[src/rtl/core/cmbd_pkg.sv]
package cmbd_pkg;

    // Default geometry of the three memories, in byte address bits.
    parameter int RAM_ADDR_BITS_DEF     = 21;
    parameter int ROM_ADDR_BITS_DEF     = 19;
    parameter int SCRATCH_ADDR_BITS_DEF = 10;

    // Access modes.
    localparam logic [1:0] MODE_READ  = 2'd0;
    localparam logic [1:0] MODE_WRITE = 2'd1;
    localparam logic [1:0] MODE_LOAD  = 2'd2;
    localparam logic [1:0] MODE_NOP   = 2'd3;

    // Access sizes. The fourth code is handled as a word.
    localparam logic [1:0] SIZE_BYTE = 2'd0;
    localparam logic [1:0] SIZE_HALF = 2'd1;
    localparam logic [1:0] SIZE_WORD = 2'd2;

    // Memory map constants.
    localparam logic [12:0] SEG_SCRATCH   = 13'h1f80;
    localparam logic [12:0] SEG_ROM_BASE  = 13'h1fc0;
    localparam logic [15:0] SEG_EXPANSION = 16'h1f00;
    localparam logic [31:0] CACHE_PORT    = 32'hfffe0130;

    // Cache control codes.
    localparam logic [31:0] ISO_ON_A  = 32'h0000_0800;
    localparam logic [31:0] ISO_ON_B  = 32'h0000_0804;
    localparam logic [31:0] ISO_OFF_A = 32'h0000_0000;
    localparam logic [31:0] ISO_OFF_B = 32'h0001_e988;

    typedef enum logic [2:0] {
        RG_NONE,
        RG_SCRATCH,
        RG_HWREG,
        RG_RAM,
        RG_EXPANSION,
        RG_ROM,
        RG_CACHE_CTRL,
        RG_LOAD
    } region_t;

    typedef enum logic [1:0] {
        EV_NONE      = 2'd0,
        EV_ISOLATE   = 2'd1,
        EV_UNISOLATE = 2'd2
    } iso_event_t;

    typedef struct packed {
        logic [1:0]  mode;
        logic [1:0]  size;
        logic [31:0] address;
        logic [31:0] write_data;
    } in_t;

    typedef struct packed {
        logic [31:0] read_data;
        logic        hw_forward;
        logic [1:0]  isolation_event;
        logic        isolated_now;
    } out_t;

    // Decoded transaction as it sits in the execute stage.
    typedef struct packed {
        region_t     region;
        logic        wr;
        logic [1:0]  size;
        logic [31:0] address;
        logic [31:0] write_data;
    } dec_t;

    // Write command toward the memories; the address is the byte address.
    typedef struct packed {
        logic        ram_we;
        logic        rom_we;
        logic        scr_we;
        logic [31:0] addr;
        logic [31:0] data;
    } mem_wr_t;

    function automatic logic [31:0] size_mask(input logic [1:0] size);
        logic [31:0] m;
        unique case (size)
            SIZE_BYTE: m = 32'h0000_00ff;
            SIZE_HALF: m = 32'h0000_ffff;
            default:   m = 32'hffff_ffff;
        endcase
        return m;
    endfunction

    function automatic logic [4:0] lane_shift(input logic [1:0] size, input logic [1:0] lane);
        logic [4:0] sh;
        unique case (size)
            SIZE_BYTE: sh = {lane, 3'b000};
            SIZE_HALF: sh = {lane[1], 4'b0000};
            default:   sh = 5'd0;
        endcase
        return sh;
    endfunction

    function automatic logic [31:0] lane_read(input logic [31:0] word, input logic [1:0] size,
                                              input logic [1:0] lane);
        return (word >> lane_shift(size, lane)) & size_mask(size);
    endfunction

    function automatic logic [31:0] lane_merge(input logic [31:0] old, input logic [31:0] data,
                                               input logic [1:0] size, input logic [1:0] lane);
        logic [31:0] m;
        m = size_mask(size) << lane_shift(size, lane);
        return (old & ~m) | ((data << lane_shift(size, lane)) & m);
    endfunction

endpackage

[src/rtl/core/cmbd_decode.sv]
module cmbd_decode #(
    parameter int ROM_ADDR_BITS     = cmbd_pkg::ROM_ADDR_BITS_DEF,
    parameter int SCRATCH_ADDR_BITS = cmbd_pkg::SCRATCH_ADDR_BITS_DEF
) (
    input  cmbd_pkg::in_t  req,
    output cmbd_pkg::dec_t dec
);

    localparam logic [12:0] ROM_SEG_END =
        cmbd_pkg::SEG_ROM_BASE + 13'(1 << (ROM_ADDR_BITS - 16));

    logic [15:0] seg;
    logic [12:0] low;
    logic        area_ok;
    logic        wr;
    logic [1:0]  size_n;

    assign seg     = req.address[31:16];
    assign low     = seg[12:0];
    assign area_ok = (seg[15:13] == 3'b000) || (seg[15:13] == 3'b100) ||
                     (seg[15:13] == 3'b101);
    assign wr      = (req.mode == cmbd_pkg::MODE_WRITE);
    assign size_n  = (req.size == 2'd3) ? cmbd_pkg::SIZE_WORD : req.size;

    always_comb
    begin
        dec.wr         = wr;
        dec.size       = size_n;
        dec.address    = req.address;
        dec.write_data = req.write_data;
        if (req.mode == cmbd_pkg::MODE_NOP)
        begin
            dec.region = cmbd_pkg::RG_NONE;
        end
        else if (req.mode == cmbd_pkg::MODE_LOAD)
        begin
            dec.region = cmbd_pkg::RG_LOAD;
        end
        else if (area_ok && low == cmbd_pkg::SEG_SCRATCH)
        begin
            dec.region = (req.address[15:SCRATCH_ADDR_BITS] == '0) ?
                         cmbd_pkg::RG_SCRATCH : cmbd_pkg::RG_HWREG;
        end
        else if (area_ok && low[12:7] == '0)
        begin
            dec.region = cmbd_pkg::RG_RAM;
        end
        else if (seg == cmbd_pkg::SEG_EXPANSION)
        begin
            dec.region = cmbd_pkg::RG_EXPANSION;
        end
        else if (area_ok && low >= cmbd_pkg::SEG_ROM_BASE && low < ROM_SEG_END)
        begin
            dec.region = cmbd_pkg::RG_ROM;
        end
        else if (wr && size_n == cmbd_pkg::SIZE_WORD && req.address == cmbd_pkg::CACHE_PORT)
        begin
            dec.region = cmbd_pkg::RG_CACHE_CTRL;
        end
        else
        begin
            dec.region = cmbd_pkg::RG_NONE;
        end
    end

endmodule

[config.mk]
export PLATFORM = sky130hd
export DESIGN_NAME = cmbd_decode
export DESIGN_NICKNAME = d
export VERILOG_FILES = /design/src/rtl/core/cmbd_pkg.sv /design/src/rtl/core/cmbd_decode.sv
export SDC_FILE = /design/constraint.sdc
export NUM_CORES = 1
export LEC_CHECK = 0
export BUFFER_PORTS_ARGS = -buffer_cell sky130_fd_sc_hd__buf_2
export CORE_MARGIN = 5
export CORE_UTILIZATION = 25
export DETAILED_ROUTE_END_ITERATION = 8
export PLACE_DENSITY = 0.8
export REMOVE_ABC_BUFFERS = 1
export SLEW_MARGIN = 15
export SYNTH_ARGS = -nofsm -noshare
export SYNTH_HDL_FRONTEND = slang
export SYNTH_SLANG_ARGS = --single-unit
[constraint.sdc]
create_clock -name vclk -period 1.7
set_input_delay 0.17 -clock vclk [all_inputs]
set_output_delay 0.17 -clock vclk [all_outputs]
set_load 0.01 [all_outputs]
==> After elaboration in Yosys (flattened, before gate mapping) <==
Index checks and enable logic that the tools add are counted.
{ "word_totals": {"ram_bits": 0, "memories": 0, "reg_bits": 0, "latchBits": 0, "rom_bits": 0} }
{ "classes": {"order_cmp": 2, "n_addsub": 0, "bitwise_logic": 0, "n_reduce_logical": 11, "shift": 0, "eq_ne": 10, "mul": 0, "n_mux": 9, "div": 0} }
{ "ops": {"columns": ["op", "count"], "rows": [
  ["32-bit equality test, second input constant", 1],
  ["3-bit 2-to-1 mux", 7],
  ["16-bit by 13-bit equality test with 1-bit output, second input constant", 1],
  ["13-bit equality test, second input constant", 1],
  ["13-bit greater-or-equal comparator, second input constant", 1],
  ["13-bit < comparator, second input constant", 1],
  ["6-bit zero test", 2],
  ["2-bit equality test, second input constant", 4],
  ["3-bit equality test, second input constant", 2],
  ["1-bit logical AND", 6],
  ["2-bit 2-to-1 mux", 2],
  ["3-bit zero test", 1],
  ["2-bit by 1-bit equality test with 1-bit output, second input constant", 1],
  ["1-bit logical OR", 2]
]} }

==> Depth between registers and ports, before layout <==
Gate-level depths: netlist (run 1).
{ "logic_depth": {"ltp_word": 12, "depth_mapped": 5, "depth_no_buf": 5} }

==> Worst setup path after synthesis (run 1) <==
No wires, ideal clock.
{ "synth_path": {"path_kind": "input port to output port", "start": "input req[38] (netlist bit)", "end": "output dec[68] (netlist bit)", "path_slack_ns": -0.160, "path_stages": 5, "required_time_ns": 1.530, "t_arrival_ns": 1.690, "path_cell_list": "or4b_1 or4_1 nor4_1 nor2_1 o31ai_1"} }
{ "synth_rtl": {"columns": ["element", "line", "rtl"], "rows": [
  ["start, declared", "cmbd_decode.sv:5", "input cmbd_pkg::in_t req,"],
  ["end, declared", "cmbd_decode.sv:6", "output cmbd_pkg::dec_t dec"]
]} }

==> qor.yml, run 1 <==
outcome: "finished, violations left"
violations: "negative setup slack"
seq_area_frac_synth_pct: 0
drc: 0
yosys_warnings: 0
grt_pass1_vias: 816
wl_microns: 3140
io_buffers: 74
antenna_found_initial: 0
final_common_cell: "buf_2"
hold_violations: 0
synth_cells: 108
worstHoldPathCells: 0
wl_per_cell_microns: 19.1
drive_gt1_share_pct: 77.9
fin_crit_sh_pct: 119
drtIter0Drc: 13
grt_max_degree: 8
dr.pass1.iters: 2
tns_ps: -639
slew_headroom_pct: 80.3
start_util_pct: 25.6
ir_drop_mv: 0.0789
synth_cell_type_count: 21
ant_nets: 0
die_area_sq_mm: 0.00429
synth_area_sq_um: 769
rows: 20
timing.fmax_mhz: 493
worst-endpoint-arrival_ps: 1860
syn_to_final_growth_pct: 11.2
final_util_pct: 28.5
dp.cells: 163
start_kind: "input port"
path_cells: "buf_6 -> or4b_1 -> or4_4 -> or4_1 -> o311ai_1 -> buf_2"
seqCellArea_sq_um: 0
hp-start: "req[11]"
clkbuf_count: 0
worstPathMaxFanout: 2
avgSynthCellArea_sq_um: 7.12
powerDensity_mw_per_mm2: 218
rsz0062_at_grt: "yes"
multi_input_area_sq_um: 319
slew_violations: 0
p_total_mw: 0.187
period_needed_ps: 2030
holdPathEnd: "dec[11]"
layout_setup_ws_ps: -330
cp_slowest_stage_delay_ps: 500
dp_hpwl_microns: 2880
numSequentialCells: 0
antenna_cells: 0
viasPerCell: 4.85
die_width_microns: 65.5
die_h_microns: 65.5
grt_pass1_wl_microns: 4200
instances_no_fill: 164
nFillCells: 333
grt-ovfl-total: 0
layout_common_cells: "buf_2 (72), buf_4 (15), nor2_1 (6), nand2_1 (4), nor4_1 (3)"
min_path_type: "input port to output port"
num-nets-final: 201
hold_slack_ps: 340
worstPathRequired_ps: 1530
worst_pin_slew_ps: 292
io_pins: 138
gp_congestion: 0.657
cp-end-kind: "output port"
critPathSlowestCell: "or4b_1"
leakage_nw: 0.442
vias: 795
maxCapViolCount: 0
core_sq_mm: 0.00300
crit_type: "input port to output port"
track_usage_pct: 13.2
setup_viol: 3
==> cells by family (layout without fill, tap and decap cells) <==
family | Yosys count | in the layout | synth area share (%)
and+or+nand+nor | 35 | 35 | 30.4
AOI/OAI and AO/OA | 7 | 7 | 5.69
buffers and inverters | 66 | 89 | 63.9
==> routing by layer <==
metal  track usage, %  part of all wire (%)
met1             17.9                    44
met2             16.2                    35
met3             11.1                    21
met4                0                     0
met5             2.78                     0
==> report_power, final <==
group          switching, mW  leakage [nW]  internal, mW
logic                 0.0907         0.442        0.0963
clock network              0             0             0
registers                  0             0             0
total                 0.0907         0.442        0.0963
==> per-stage QoR <==
step           setup WS (ps)  area, sq um
2_1_floorplan           -160          278
3_3_place_gp            -402          795
3_5_place_dp            -408          795
4_1_cts                 -394          820
5_1_grt                 -378          856
6_report                -330          856
==> cells in the mapped netlist <==
master / instances / share of area (%)
o21ai_1: 1 / 0.65
o31ai_1: 2 / 2.0
clkbuf_1: 1 / 0.49
or4b_1: 1 / 1.3
buf_4: 65 / 63
nand4b_1: 2 / 2.3
nand2_1: 5 / 2.4
or4_1: 3 / 2.9
or2b_2: 1 / 1.1
nor4_1: 5 / 4.1
nor2b_1: 2 / 1.6
nand4bb_1: 1 / 1.5
nand4_1: 1 / 0.81
a21oi_1: 3 / 2.0
nand2b_1: 2 / 1.6
o311ai_1: 1 / 1.1
nand4_2: 2 / 3.3
or3_1: 1 / 0.81
and4_4: 1 / 1.5
nor2_1: 6 / 2.9
nor4b_1: 2 / 2.3
==> area by class of cell <==
| type | count | share of cell area (%) |
|---|---|---|
| well taps | 33 | 4.82 |
| multi-input cells | 42 | 37.3 |
| repair buffers | 89 | 57.9 |
==> critical path, delay by kind of cell <==
kind / cells / cell delay, ps
simple gates: 3 / 1340
compound gates: 1 / 80
buf+inv: 2 / 270
==> worst max path at each step <==
stage	cells after the start	slack, ps	endpoint	startpoint
after floorplan	5	-160	dec[68]	req[38]
after global placement	6	-400	dec[69]	req[38]
after detailed placement	6	-410	dec[69]	req[38]
after CTS	6	-390	dec[69]	req[38]
after global routing	6	-380	dec[69]	req[38]
final	6	-330	dec[69]	req[38]
==> timing repair <==
item | in CTS | in global routing
gates resized for setup | 5 | 6
setup endpoints to repair | 3 | 3
hold buffers | 0 | 0
pin swaps | 3 | 2
setup buffers | 0 | 1
(Power assumes the default switching activity.)
==> run 2, diff against run 1 <==
- CORE_MARGIN: 5 -> unset
- GPL_ROUTABILITY_DRIVEN: unset -> 0
==> run 2 against run 1 <==
Compared with the run above: core utilization increased by 3.4 points; critical endpoint unchanged; fmax down 2.7%; power rose by 8.1%; the flow finishes with violations (design-rule violations, negative setup slack); sequential share of layout area did not move; die area shrank 23%; largest power group unchanged; global-route usage up 5.2 points.
==> qor.yml, run 2 (synthesis gave the netlist of run 1 again) <==
layout_setup_ws_ps: -385
syn_to_final_growth_pct: 17.2
worstPathRequired_ps: 1530
wl_microns: 3390
die_width_microns: 57.5
ant_nets: 0
worstHoldPathCells: 0
crit_type: "input port to output port"
die_area_sq_mm: 0.00330
seqCellArea_sq_um: 0
grt_max_degree: 8
core_sq_mm: 0.00283
layout_common_cells: "buf_2 (71), buf_4 (17), nor2_1 (6), nand2_1 (4)"
grt_pass1_wl_microns: 4350
ir_drop_mv: 0.107
p_total_mw: 0.202
cpMostUsedCell: "or4_4"
path_cells: "buf_6 -> or4b_1 -> or4_4 -> or4_4 -> o311ai_2 -> buf_2"
grt_pass1_vias: 741
clkbuf_count: 0
worstPathMaxFanout: 2
viasPerCell: 5.04
worst_pin_slew_ps: 327
critPathSlowestCell: "or4b_1"
rows: 19
worst-endpoint-arrival_ps: 1920
die_h_microns: 57.5
drive_gt1_share_pct: 78.4
slew_violations: 0
violations: "design-rule violations, negative setup slack"
powerDensity_mw_per_mm2: 224
detailedPlace.worstSlack_ps: -432
cp-end-kind: "output port"
dp_hpwl_microns: 2770
rsz0062_at_grt: "yes"
outcome: "finished, violations left"
track_usage_pct: 18.3
vias: 836
holdBufCountCts: 0
antenna_found_initial: 0
numSequentialCells: 0
final_util_pct: 31.9
min_path_type: "input port to output port"
drc: 10
grt-ovfl-total: 0
io_buffers: 74
dr.pass1.iters: 7
num-nets-final: 204
fin_crit_sh_pct: 123
wl_per_cell_microns: 20.4
timing.fmax_mhz: 480
hold_violations: 0
setup_viol: 3
cp_slowest_stage_delay_ps: 510
final_common_cell: "buf_2"
start_kind: "input port"
slew_headroom_pct: 78.0
drtIter0Drc: 25
leakage_nw: 0.463
start_util_pct: 27.2
io_pins: 138
period_needed_ps: 2090
tns_ps: -759
maxCapViolCount: 0
==> run 2: report_power, final <==
part           internal [mW]  leakage, nW  switching, mW
combinational          0.105        0.463         0.0975
sequential                 0            0              0
clock           0.0000000786   0.00000634              0
total                  0.105        0.463         0.0975
==> run 2: path summary, 6_finish.rpt <==
kind | from | endpoint
max | req[38] | dec[69]
min | req[4] | dec[4]
==> run 2: cell type report <==
type | instances | area (sq um)
repair buffers | 92 | 532
multi-input cells | 42 | 329
diodes | 1 | 2.50
well taps | 31 | 38.8
fillers | 294 | 1930
==> run 2: worst max-delay path, delay by kind of cell <==
family | cells | cell delay, ps
simple gates | 3 | 1380
buf+inv | 2 | 280
compound gates | 1 | 90
==> run 2: routing by layer <==
layer / track usage (%) / share of wire (%) / routed length [microns] / up-vias
li1: - / - / - / 361
met1: 23.8 / 38 / 1300 / 372
met2: 22.6 / 37 / 1260 / 99
met3: 16.1 / 23 / 766 / 2
met4: 0.348 / 0.21 / 7 / 2
met5: 11.1 / 1.5 / 51 / -
==> run 2: what timing repair did <==
action,CTS,global route
resized for setup,5,12
setup buffers,1,2
pin swaps,5,6
endpoints found under the setup margin,3,3
==> run 2: stage by stage <==
step / area [sq um] / hold slack (ps) / cells
CTS: 833 / 340 / 163
detailed placement: 800 / 340 / 162
global placement: 800 / 340 / 162
finish: 902 / 340 / 166
global route: 900 / 340 / 165
floorplan: 278 / 340 / 42
